$ cat config.mk
export PLATFORM = sky130hd
export DESIGN_NAME = best_fit_segment_allocator_top
export DESIGN_NICKNAME = d
export VERILOG_FILES = /design/src/rtl/bfsa_pkg.sv /design/src/rtl/best_fit_segment_allocator_top.sv /design/src/rtl/bfsa_table.sv /design/src/rtl/bfsa_ctrl.sv
export SDC_FILE = /design/constraint.sdc
export NUM_CORES = 2
export LEC_CHECK = 0
export ABC_AREA = 1
export BUFFER_PORTS_ARGS = -buffer_cell sky130_fd_sc_hd__buf_4
export CELL_PAD_IN_SITES_DETAIL_PLACEMENT = 1
export CELL_PAD_IN_SITES_GLOBAL_PLACEMENT = 1
export CORE_ASPECT_RATIO = 1.75
export CORE_UTILIZATION = 40
export DETAILED_ROUTE_END_ITERATION = 16
export HOLD_SLACK_MARGIN = 0.05
export PLACE_DENSITY_LB_ADDON = 0.1
export SYNTH_ARGS = -nofsm -noshare
export SYNTH_HDL_FRONTEND = slang
export SYNTH_HIERARCHICAL = 1
export SYNTH_SLANG_ARGS = --single-unit
$ cat constraint.sdc
create_clock -name i_clk -period 7.9 [get_ports i_clk]
set_clock_uncertainty 0.05 [all_clocks]
set_input_delay 1.185 -clock i_clk [delete_from_list [all_inputs] [get_ports i_clk]]
set_output_delay 1.185 -clock i_clk [all_outputs]
set_load 0.005 [all_outputs]
$ cat src/rtl/bfsa_pkg.sv
// Shared codes, field widths and result type for the best-fit segment allocator.
package bfsa_pkg;

    localparam int POOL_W   = 17;
    localparam int REQ_W    = 17;
    localparam int FADDR_W  = 16;
    localparam int GRANT_W  = 16;
    localparam int STATUS_W = 2;

    localparam logic CMD_ALLOC = 1'b0;
    localparam logic CMD_FREE  = 1'b1;

    localparam logic [STATUS_W-1:0] ST_OK         = 2'd0;
    localparam logic [STATUS_W-1:0] ST_NO_FIT     = 2'd1;
    localparam logic [STATUS_W-1:0] ST_TABLE_FULL = 2'd2;
    localparam logic [STATUS_W-1:0] ST_NOT_FOUND  = 2'd3;

    localparam logic [POOL_W-1:0] POOL_RESET = 17'd65536;

    typedef struct packed {
        logic [STATUS_W-1:0] status;
        logic [GRANT_W-1:0]  granted;
    } t_result;

endpackage

$ cat src/rtl/best_fit_segment_allocator_top.sv
// Best-fit segment allocator: the segment table, the scan sequencer and the result register.
// For each word, allocate or free, the sequencer reads the whole segment table through the
// single read port of the table memory, one entry a cycle, then writes back one entry, or two
// when an allocation splits a segment, or none when the request fails, before the result is
// loaded into the output register. One word is in work at a time; a finished result waits in
// the output register while the next word is taken. After reset, and after every pool_size
// write, the S_INIT state re-initializes the table to a single free segment covering
// min(pool_size, 2^ADDRESS_BITS) units.
module best_fit_segment_allocator_top import bfsa_pkg::*; #(
    parameter int SEGMENTS     = 64,
    parameter int ADDRESS_BITS = 16
) (
    input  logic                 i_clk,
    input  logic                 i_rst_n,
    input  logic                 i_cfg_valid,
    output logic                 o_cfg_ready,
    input  logic [POOL_W-1:0]    i_pool_size,
    input  logic                 i_in_valid,
    output logic                 o_in_ready,
    input  logic                 i_cmd,
    input  logic [REQ_W-1:0]     i_request_size,
    input  logic [FADDR_W-1:0]   i_free_address,
    output logic                 o_out_valid,
    input  logic                 i_out_ready,
    output logic [STATUS_W-1:0]  o_status,
    output logic [GRANT_W-1:0]   o_granted_address
);

    localparam int IW = $clog2(SEGMENTS);
    localparam int EW = 2 * ADDRESS_BITS + 2;

    logic          rd_en;
    logic [IW-1:0] rd_addr;
    logic [EW-1:0] rd_data;
    logic          rd_valid;
    logic          wr_en;
    logic [IW-1:0] wr_addr;
    logic [EW-1:0] wr_data;
    logic          wr_set_valid;
    logic          init;
    logic          push;
    logic          res_ready;
    t_result       res;

    logic    r_out_valid;
    t_result r_out;

    bfsa_table #(
        .SEGMENTS     (SEGMENTS),
        .ADDRESS_BITS (ADDRESS_BITS)
    ) u_table (
        .i_clk          (i_clk),
        .i_rst_n        (i_rst_n),
        .i_rd_en        (rd_en),
        .i_rd_addr      (rd_addr),
        .o_rd_data      (rd_data),
        .o_rd_valid     (rd_valid),
        .i_wr_en        (wr_en),
        .i_wr_addr      (wr_addr),
        .i_wr_data      (wr_data),
        .i_wr_set_valid (wr_set_valid),
        .i_init         (init)
    );

    bfsa_ctrl #(
        .SEGMENTS     (SEGMENTS),
        .ADDRESS_BITS (ADDRESS_BITS)
    ) u_ctrl (
        .i_clk          (i_clk),
        .i_rst_n        (i_rst_n),
        .i_cfg_valid    (i_cfg_valid),
        .o_cfg_ready    (o_cfg_ready),
        .i_pool_size    (i_pool_size),
        .i_in_valid     (i_in_valid),
        .o_in_ready     (o_in_ready),
        .i_cmd          (i_cmd),
        .i_request_size (i_request_size),
        .i_free_address (i_free_address),
        .o_rd_en        (rd_en),
        .o_rd_addr      (rd_addr),
        .i_rd_data      (rd_data),
        .i_rd_valid     (rd_valid),
        .o_wr_en        (wr_en),
        .o_wr_addr      (wr_addr),
        .o_wr_data      (wr_data),
        .o_wr_set_valid (wr_set_valid),
        .o_init         (init),
        .o_push         (push),
        .i_res_ready    (res_ready),
        .o_res          (res)
    );

    // slot is free when empty or drained this cycle
    assign res_ready = !r_out_valid || i_out_ready;

    always_ff @(posedge i_clk) begin
        if (!i_rst_n) begin
            r_out_valid <= 1'b0;
        end else if (push) begin
            r_out_valid <= 1'b1;
        end else if (i_out_ready) begin
            r_out_valid <= 1'b0;
        end
    end

    always_ff @(posedge i_clk) begin
        if (push) begin
            r_out <= res;
        end
    end

    assign o_out_valid       = r_out_valid;
    assign o_status          = r_out.status;
    assign o_granted_address = r_out.granted;

    a_no_overwrite: assert property (@(posedge i_clk) disable iff (!i_rst_n)
        push |-> !r_out_valid || i_out_ready)
        else $error("result register overwritten before it was taken");

endmodule

$ cat src/rtl/bfsa_table.sv
// Segment table memory with per-entry valid bits.
module bfsa_table import bfsa_pkg::*; #(
    parameter int SEGMENTS     = 64,
    parameter int ADDRESS_BITS = 16
) (
    input  logic                                 i_clk,
    input  logic                                 i_rst_n,
    input  logic                                 i_rd_en,
    input  logic [$clog2(SEGMENTS)-1:0]          i_rd_addr,
    output logic [2*ADDRESS_BITS+1:0]            o_rd_data,
    output logic                                 o_rd_valid,
    input  logic                                 i_wr_en,
    input  logic [$clog2(SEGMENTS)-1:0]          i_wr_addr,
    input  logic [2*ADDRESS_BITS+1:0]            i_wr_data,
    input  logic                                 i_wr_set_valid,
    input  logic                                 i_init
);

    localparam int EW = 2 * ADDRESS_BITS + 2;

    logic [EW-1:0]       r_mem [SEGMENTS];
    logic [SEGMENTS-1:0] r_valid;
    logic [EW-1:0]       r_rd_data;
    logic                r_rd_valid;

    always_ff @(posedge i_clk) begin
        if (i_wr_en) begin
            r_mem[i_wr_addr] <= i_wr_data;
        end
        if (i_rd_en) begin
            r_rd_data <= r_mem[i_rd_addr];
        end
    end

    always_ff @(posedge i_clk) begin
        if (!i_rst_n) begin
            r_valid    <= SEGMENTS'(1);
            r_rd_valid <= 1'b0;
        end else begin
            if (i_init) begin
                r_valid <= SEGMENTS'(1);
            end else if (i_wr_en && i_wr_set_valid) begin
                r_valid[i_wr_addr] <= 1'b1;
            end
            if (i_rd_en) begin
                r_rd_valid <= r_valid[i_rd_addr];
            end
        end
    end

    assign o_rd_data  = r_rd_data;
    assign o_rd_valid = r_rd_valid;

    // a new used segment must land in a slot that was free
    a_spare_was_empty: assert property (@(posedge i_clk) disable iff (!i_rst_n)
        i_wr_en && i_wr_set_valid && !i_init |-> !r_valid[i_wr_addr])
        else $error("spare write hit a valid entry");

endmodule

$ cat src/rtl/bfsa_ctrl.sv
// Scan sequencer: best-fit search, lookup for free, table write-back and table init.
module bfsa_ctrl import bfsa_pkg::*; #(
    parameter int SEGMENTS     = 64,
    parameter int ADDRESS_BITS = 16
) (
    input  logic                        i_clk,
    input  logic                        i_rst_n,
    input  logic                        i_cfg_valid,
    output logic                        o_cfg_ready,
    input  logic [POOL_W-1:0]           i_pool_size,
    input  logic                        i_in_valid,
    output logic                        o_in_ready,
    input  logic                        i_cmd,
    input  logic [REQ_W-1:0]            i_request_size,
    input  logic [FADDR_W-1:0]          i_free_address,
    output logic                        o_rd_en,
    output logic [$clog2(SEGMENTS)-1:0] o_rd_addr,
    input  logic [2*ADDRESS_BITS+1:0]   i_rd_data,
    input  logic                        i_rd_valid,
    output logic                        o_wr_en,
    output logic [$clog2(SEGMENTS)-1:0] o_wr_addr,
    output logic [2*ADDRESS_BITS+1:0]   o_wr_data,
    output logic                        o_wr_set_valid,
    output logic                        o_init,
    output logic                        o_push,
    input  logic                        i_res_ready,
    output t_result                     o_res
);

    localparam int AB = ADDRESS_BITS;
    localparam int LW = ADDRESS_BITS + 1;
    localparam int PW = (LW > POOL_W) ? LW : POOL_W;
    localparam int IW = $clog2(SEGMENTS);
    localparam int CW = $clog2(SEGMENTS + 1);

    localparam logic [2:0] S_IDLE     = 3'd0;
    localparam logic [2:0] S_INIT     = 3'd1;
    localparam logic [2:0] S_SCAN     = 3'd2;
    localparam logic [2:0] S_DECIDE   = 3'd3;
    localparam logic [2:0] S_WR_SPARE = 3'd4;
    localparam logic [2:0] S_DONE     = 3'd5;

    logic [2:0]        r_state;
    logic [CW-1:0]     r_cnt;
    logic              r_rd_vld;
    logic [IW-1:0]     r_rd_idx;
    logic [POOL_W-1:0] r_pool;
    logic              r_cmd;
    logic [REQ_W-1:0]  r_size;
    logic [AB-1:0]     r_addr;
    logic              r_best_found;
    logic [IW-1:0]     r_best_idx;
    logic [AB-1:0]     r_best_start;
    logic [LW-1:0]     r_best_len;
    logic              r_spare_found;
    logic [IW-1:0]     r_spare_idx;
    t_result           r_res;

    logic [AB-1:0] e_start;
    logic [LW-1:0] e_len;
    logic          e_use;
    logic          fit;
    logic          better;
    logic          free_hit;
    logic          take_best;
    logic          scan_end;
    logic [PW-1:0] pool_ext;
    logic [PW-1:0] lim;
    logic [LW-1:0] eff_pool;
    logic          exact;
    logic [AB-1:0] carved_start;
    logic [LW-1:0] carved_len;
    logic          dec_wr;
    logic [2*AB+1:0] dec_data;
    logic          need_spare;
    t_result       n_res;

    assign e_start = i_rd_data[2*AB+1 -: AB];
    assign e_len   = i_rd_data[1 +: LW];
    assign e_use   = i_rd_data[0];

    assign fit    = i_rd_valid && !e_use && (PW'(e_len) >= PW'(r_size)) && (r_size != '0);
    assign better = !r_best_found || (e_len < r_best_len) ||
                    ((e_len == r_best_len) && (e_start < r_best_start));
    assign free_hit  = i_rd_valid && e_use && (e_start == r_addr) && !r_best_found;
    assign take_best = r_rd_vld && ((r_cmd == CMD_ALLOC) ? (fit && better) : free_hit);
    assign scan_end  = (r_cnt == CW'(SEGMENTS)) && !r_rd_vld;

    assign pool_ext = PW'(r_pool);
    assign lim      = PW'(1) << AB;
    assign eff_pool = LW'((pool_ext > lim) ? lim : pool_ext);

    assign exact        = (PW'(r_best_len) == PW'(r_size));
    assign carved_start = AB'(PW'(r_best_start) + PW'(r_size));
    assign carved_len   = LW'(PW'(r_best_len) - PW'(r_size));

    // decide the result and the first write-back
    always_comb begin
        n_res      = '{status: ST_OK, granted: '0};
        dec_wr     = 1'b0;
        dec_data   = {r_best_start, r_best_len, 1'b0};
        need_spare = 1'b0;
        if (r_cmd == CMD_ALLOC) begin
            if (!r_best_found) begin
                n_res.status = ST_NO_FIT;
            end else if (exact) begin
                dec_wr        = 1'b1;
                dec_data      = {r_best_start, r_best_len, 1'b1};
                n_res.granted = GRANT_W'(r_best_start);
            end else if (!r_spare_found) begin
                n_res.status = ST_TABLE_FULL;
            end else begin
                dec_wr        = 1'b1;
                dec_data      = {carved_start, carved_len, 1'b0};
                need_spare    = 1'b1;
                n_res.granted = GRANT_W'(r_best_start);
            end
        end else begin
            if (r_best_found) begin
                dec_wr = 1'b1;
            end else begin
                n_res.status = ST_NOT_FOUND;
            end
        end
    end

    assign o_rd_en   = (r_state == S_SCAN) && (r_cnt != CW'(SEGMENTS));
    assign o_rd_addr = r_cnt[IW-1:0];

    always_comb begin
        o_wr_en        = 1'b0;
        o_wr_addr      = r_best_idx;
        o_wr_data      = dec_data;
        o_wr_set_valid = 1'b0;
        o_init         = 1'b0;
        case (r_state)
            S_INIT: begin
                o_wr_en   = 1'b1;
                o_wr_addr = '0;
                o_wr_data = {{AB{1'b0}}, eff_pool, 1'b0};
                o_init    = 1'b1;
            end
            S_DECIDE: begin
                o_wr_en = dec_wr;
            end
            S_WR_SPARE: begin
                o_wr_en        = 1'b1;
                o_wr_addr      = r_spare_idx;
                o_wr_data      = {r_best_start, LW'(r_size), 1'b1};
                o_wr_set_valid = 1'b1;
            end
            default: begin
            end
        endcase
    end

    assign o_cfg_ready = (r_state == S_IDLE);
    assign o_in_ready  = (r_state == S_IDLE) && !i_cfg_valid;
    assign o_push      = (r_state == S_DONE) && i_res_ready;
    assign o_res       = r_res;

    always_ff @(posedge i_clk) begin
        if (!i_rst_n) begin
            r_state       <= S_INIT;
            r_pool        <= POOL_RESET;
            r_cnt         <= '0;
            r_rd_vld      <= 1'b0;
            r_best_found  <= 1'b0;
            r_spare_found <= 1'b0;
        end else begin
            case (r_state)
                S_IDLE: begin
                    if (i_cfg_valid) begin
                        r_pool  <= i_pool_size;
                        r_state <= S_INIT;
                    end else if (i_in_valid) begin
                        r_cnt         <= '0;
                        r_rd_vld      <= 1'b0;
                        r_best_found  <= 1'b0;
                        r_spare_found <= 1'b0;
                        r_state       <= S_SCAN;
                    end
                end
                S_INIT: begin
                    r_state <= S_IDLE;
                end
                S_SCAN: begin
                    r_rd_vld <= o_rd_en;
                    if (o_rd_en) begin
                        r_cnt <= r_cnt + CW'(1);
                    end
                    if (take_best) begin
                        r_best_found <= 1'b1;
                    end
                    if (r_rd_vld && !i_rd_valid && !r_spare_found) begin
                        r_spare_found <= 1'b1;
                    end
                    if (scan_end) begin
                        r_state <= S_DECIDE;
                    end
                end
                S_DECIDE: begin
                    r_state <= need_spare ? S_WR_SPARE : S_DONE;
                end
                S_WR_SPARE: begin
                    r_state <= S_DONE;
                end
                S_DONE: begin
                    if (i_res_ready) begin
                        r_state <= S_IDLE;
                    end
                end
                default: begin
                    r_state <= S_IDLE;
                end
            endcase
        end
    end

    always_ff @(posedge i_clk) begin
        if (o_in_ready && i_in_valid) begin
            r_cmd  <= i_cmd;
            r_size <= i_request_size;
            r_addr <= AB'(i_free_address);
        end
        if (o_rd_en) begin
            r_rd_idx <= o_rd_addr;
        end
        if (r_state == S_SCAN && take_best) begin
            r_best_idx   <= r_rd_idx;
            r_best_start <= e_start;
            r_best_len   <= e_len;
        end
        if (r_state == S_SCAN && r_rd_vld && !i_rd_valid && !r_spare_found) begin
            r_spare_idx <= r_rd_idx;
        end
        if (r_state == S_DECIDE) begin
            r_res <= n_res;
        end
    end

    a_decide_after_full_scan: assert property (@(posedge i_clk) disable iff (!i_rst_n)
        r_state == S_DECIDE |-> r_cnt == CW'(SEGMENTS) && !r_rd_vld)
        else $error("decision taken before the scan covered every entry");

    a_spare_follows_decide: assert property (@(posedge i_clk) disable iff (!i_rst_n)
        r_state == S_WR_SPARE |-> $past(r_state) == S_DECIDE && r_spare_found && r_best_found)
        else $error("spare write without a carved segment");

    a_error_grants_zero: assert property (@(posedge i_clk) disable iff (!i_rst_n)
        o_push && r_res.status != ST_OK |-> r_res.granted == '0)
        else $error("failed request carries an address");

endmodule
==> flow_metrics.env <==
export IMPL_htree_levels=4
export IMPL_synth_area_per_cell_um2=12.19
export IMPL_grt_pass1_vias=68620
export IMPL_hold_class="reg2reg"
export IMPL_cp_num_buf_inv=7
export IMPL_setup_tns_ns=0
export IMPL_worst_setup_path_start_kind="flip-flop"
export IMPL_r2r_end="u_table/r_mem[16][18]"
export IMPL_maxCapViolations=0
export IMPL_ys_flop_type="edfxtp_1"
export IMPL_drc=0
export IMPL_crit_chain="inv_1, ha_1, nand2_1, nor2_1, nand2_1, nor3_4, nor2_1, buf_4, inv_1, o21ai_0, o21ai_0, clkinv_2, buf_4, buf_4, nor3_2, buf_4"
export IMPL_synth_warnings=6
export IMPL_hold_end="o_granted_address[7]"
export IMPL_arrival_ns=5.67
export IMPL_core_area_um2=246100
export IMPL_tightest_slew_ns=1.314
export IMPL_hp_start="u_ctrl/o_res[7]"
export IMPL_postCtsSetupBuffers=0
export IMPL_ir_drop_uv=206.8
export IMPL_grtUsageTotal_pct=27.19
export IMPL_portBuffers=76
export IMPL_grt_max_degree=178
export IMPL_avgViaCountPerCell=5.797
export IMPL_num_rows=241
export IMPL_worstRegToRegCells=16
export IMPL_gr_total_overflow=0
export IMPL_drt_iter0_markers=5337
export IMPL_design_final_nets=8206
export IMPL_path_max_fanout=40
export IMPL_antenna_found_initial=16
export IMPL_hold_path_depth=0
export IMPL_synth_edf_count=2331
export IMPL_io_pins=77
export IMPL_cts_hold_buf=0
export IMPL_final_hold_viol_count=0
export IMPL_cts_buffers=228
export IMPL_r2r_setup_slack_ns=2.67
export IMPL_die_w_um=377.8
export IMPL_yosysTopAreaCell="edfxtp_1"
export IMPL_status="finished clean"
export IMPL_timing_rr_start="u_ctrl/r_size[3]"
export IMPL_vias=66810
export IMPL_period_share_pct=66.20
export IMPL_crit_top_cell="buf_4"
export IMPL_cp_required_ns=8.34
export IMPL_syn_inst=8106
export IMPL_relSlewSlack_pct=12.42
export IMPL_max_freq_mhz=191.2
export IMPL_synth_area_top_cells="edfxtp_1 71%, o21ai_0 5.5%, nor2_1 4.4%, nand2_1 4.0%, o22ai_1 3.3%"
export IMPL_cts_root_buf="clkbuf_16"
export IMPL_ys_types=60
export IMPL_drtAntennaViolNets=0
export IMPL_synth_seq_cells=2427
export IMPL_rsz0062_at_grt="no"
export IMPL_synth_yosys_seq_area_share_pct=72.76
export IMPL_cts_sinks=2427
export IMPL_p_leak_uw=0.03748
export IMPL_synthesis_nets=8246
export IMPL_routed_wl_mm=345.0
export IMPL_area_growth_pct=12.03
export IMPL_power_density_nw_per_um2=246.3
export IMPL_slew_viol_final=0
export IMPL_finalSetupViolations=0
export IMPL_path_class="reg2reg"
export IMPL_wire_per_inst_um=29.94
export IMPL_async_flop_share_pct=0
export IMPL_slowest_delay_ns=0.63
export IMPL_synth_commonest_cells="2331 x edfxtp_1, 1148 x nor2_1, 1086 x o21ai_0"
export IMPL_path_clk_slew_ns=0.07
export IMPL_dp_hpwl_mm=204.7
export IMPL_multi_input_area_um2=24290
export IMPL_fp_dieH_um=659.6
export IMPL_start_util_pct=40.17
export IMPL_firstDrtPassIters=5
export IMPL_die_area_um2=249200
export IMPL_period_minus_slack_ns=5.230
export IMPL_cts_tree="built"
export IMPL_cts_max_path_buffers=4
export IMPL_crit_slowest_cell="nor3_2"
export IMPL_place_congestion=0.9447
export IMPL_synthMostInstantiatedCell="edfxtp_1"
export IMPL_crit_family="buffers and inverters"
export IMPL_netlist_area_um2=98850
export IMPL_synth_top_area_share_pct=70.81
export IMPL_seq_area_um2=71940
export IMPL_drive_gt1_share_pct=9.041
export IMPL_worst_slack_ns=2.670
export IMPL_endpoint_kind="flip-flop"
export IMPL_fillers=25510
export IMPL_ctsResizeCount=0
export IMPL_post_place_ws_ns=2.721
export IMPL_grt_pass1_wl_mm=488.0
export IMPL_clock_latency_ns=0.91
export IMPL_post_route_util_pct=45.01
==> how the worst max path moves through the flow <==
stage                          start               endpoint  slack, ns  depth (start not counted)
global placement    u_ctrl/r_size[3]  u_table/r_mem[16][23]       2.78                         16
finish              u_ctrl/r_size[3]  u_table/r_mem[16][18]       2.67                         16
floorplan           u_ctrl/r_size[9]    u_table/r_mem[0][0]       1.90                          8
detailed placement  u_ctrl/r_size[3]  u_table/r_mem[16][28]       2.72                         16
CTS                 u_ctrl/r_size[1]  u_table/r_mem[16][20]       2.67                         16
global route        u_ctrl/r_size[1]  u_table/r_mem[16][20]       2.50                         16
==> power by group <==
| part | internal (uW) | leakage (uW) | switching, uW | total, uW |
|---|---|---|---|---|
| clock network | 6200 | 0.00357 | 4890 | 11100 |
| registers | 14400 | 0.0220 | 50.3 | 14500 |
| logic | 305 | 0.0119 | 1380 | 1680 |
| total | 20900 | 0.0375 | 6320 | 27300 |
==> through the flow <==
stage	area (um2)	total power (uW)	std cells	hold WS, ns
after floorplan	98850	15590	8106	0.3503
after global placement	103500	16410	11120	0.3516
after detailed placement	103500	16460	11120	0.3552
after CTS	110700	27480	11520	0.3218
after global routing	110700	27940	11520	0.3603
final	110700	27270	11520	0.3696
==> registers in the layout, indices dropped and copies added (netlist names), 3 cells and up <==
register / flops
u_ctrl/r_cnt: 7
u_ctrl/r_rd_idx: 6
u_ctrl/pool_ext: 17
u_ctrl/r_spare_idx: 6
u_ctrl/r_size: 17
u_table/o_rd_data: 34
o_granted_address: 16
u_ctrl/r_best_idx: 6
u_table/r_valid: 64
u_table/r_mem: 2176
u_ctrl/r_addr: 16
u_ctrl/r_state: 3
u_ctrl/r_best_len: 17
u_ctrl/r_best_start: 16
u_ctrl/o_res: 18
==> area by class of cell <==
type / instances / area share [%]
flip-flops and latches: 2427 / 64.96
diodes: 4 / 0.009039
inverters: 236 / 0.8451
multi-input cells: 4909 / 21.93
clock buffers: 278 / 5.405
well taps: 3280 / 3.706
repair buffers: 264 / 1.993
clock inverters: 126 / 1.145
==> layout by cell type, fill, tap and decap left out, drive strengths merged, types with 8 or more instances in the layout <==
cell type	n
o21ai	1121
nor2	1154
inv	233
clkbuf	278
xor2	9
a31oi	46
bufinv	26
ha	82
edfxtp	2331
nand3	550
nor3	134
dfxtp	96
buf	264
nand2	1050
a21oi	138
clkinv	100
o21a	21
o22ai	517
nand4	20
o211ai	8
or2	8
==> per-layer routing <==
metal	vias to the layer above	part of all wire, %	track usage, %
met2	1807	50	47.14
li1	29400	-	-
met3	582	4.4	2.619
met5	-	0.0038	0
met4	2	6.0	14.57
met1	35010	39	33.32
==> cell families after synthesis <==
family	share of synthesized area, %
AO/OA/AOI/OAI	10.46
XOR/XNOR	0.1494
adder cells (fa/ha/maj)	1.078
buffers and inverters	3.371
flip-flops	72.76
AND/OR/NAND/NOR	12.18
Power figures use the tool's default switching activity.
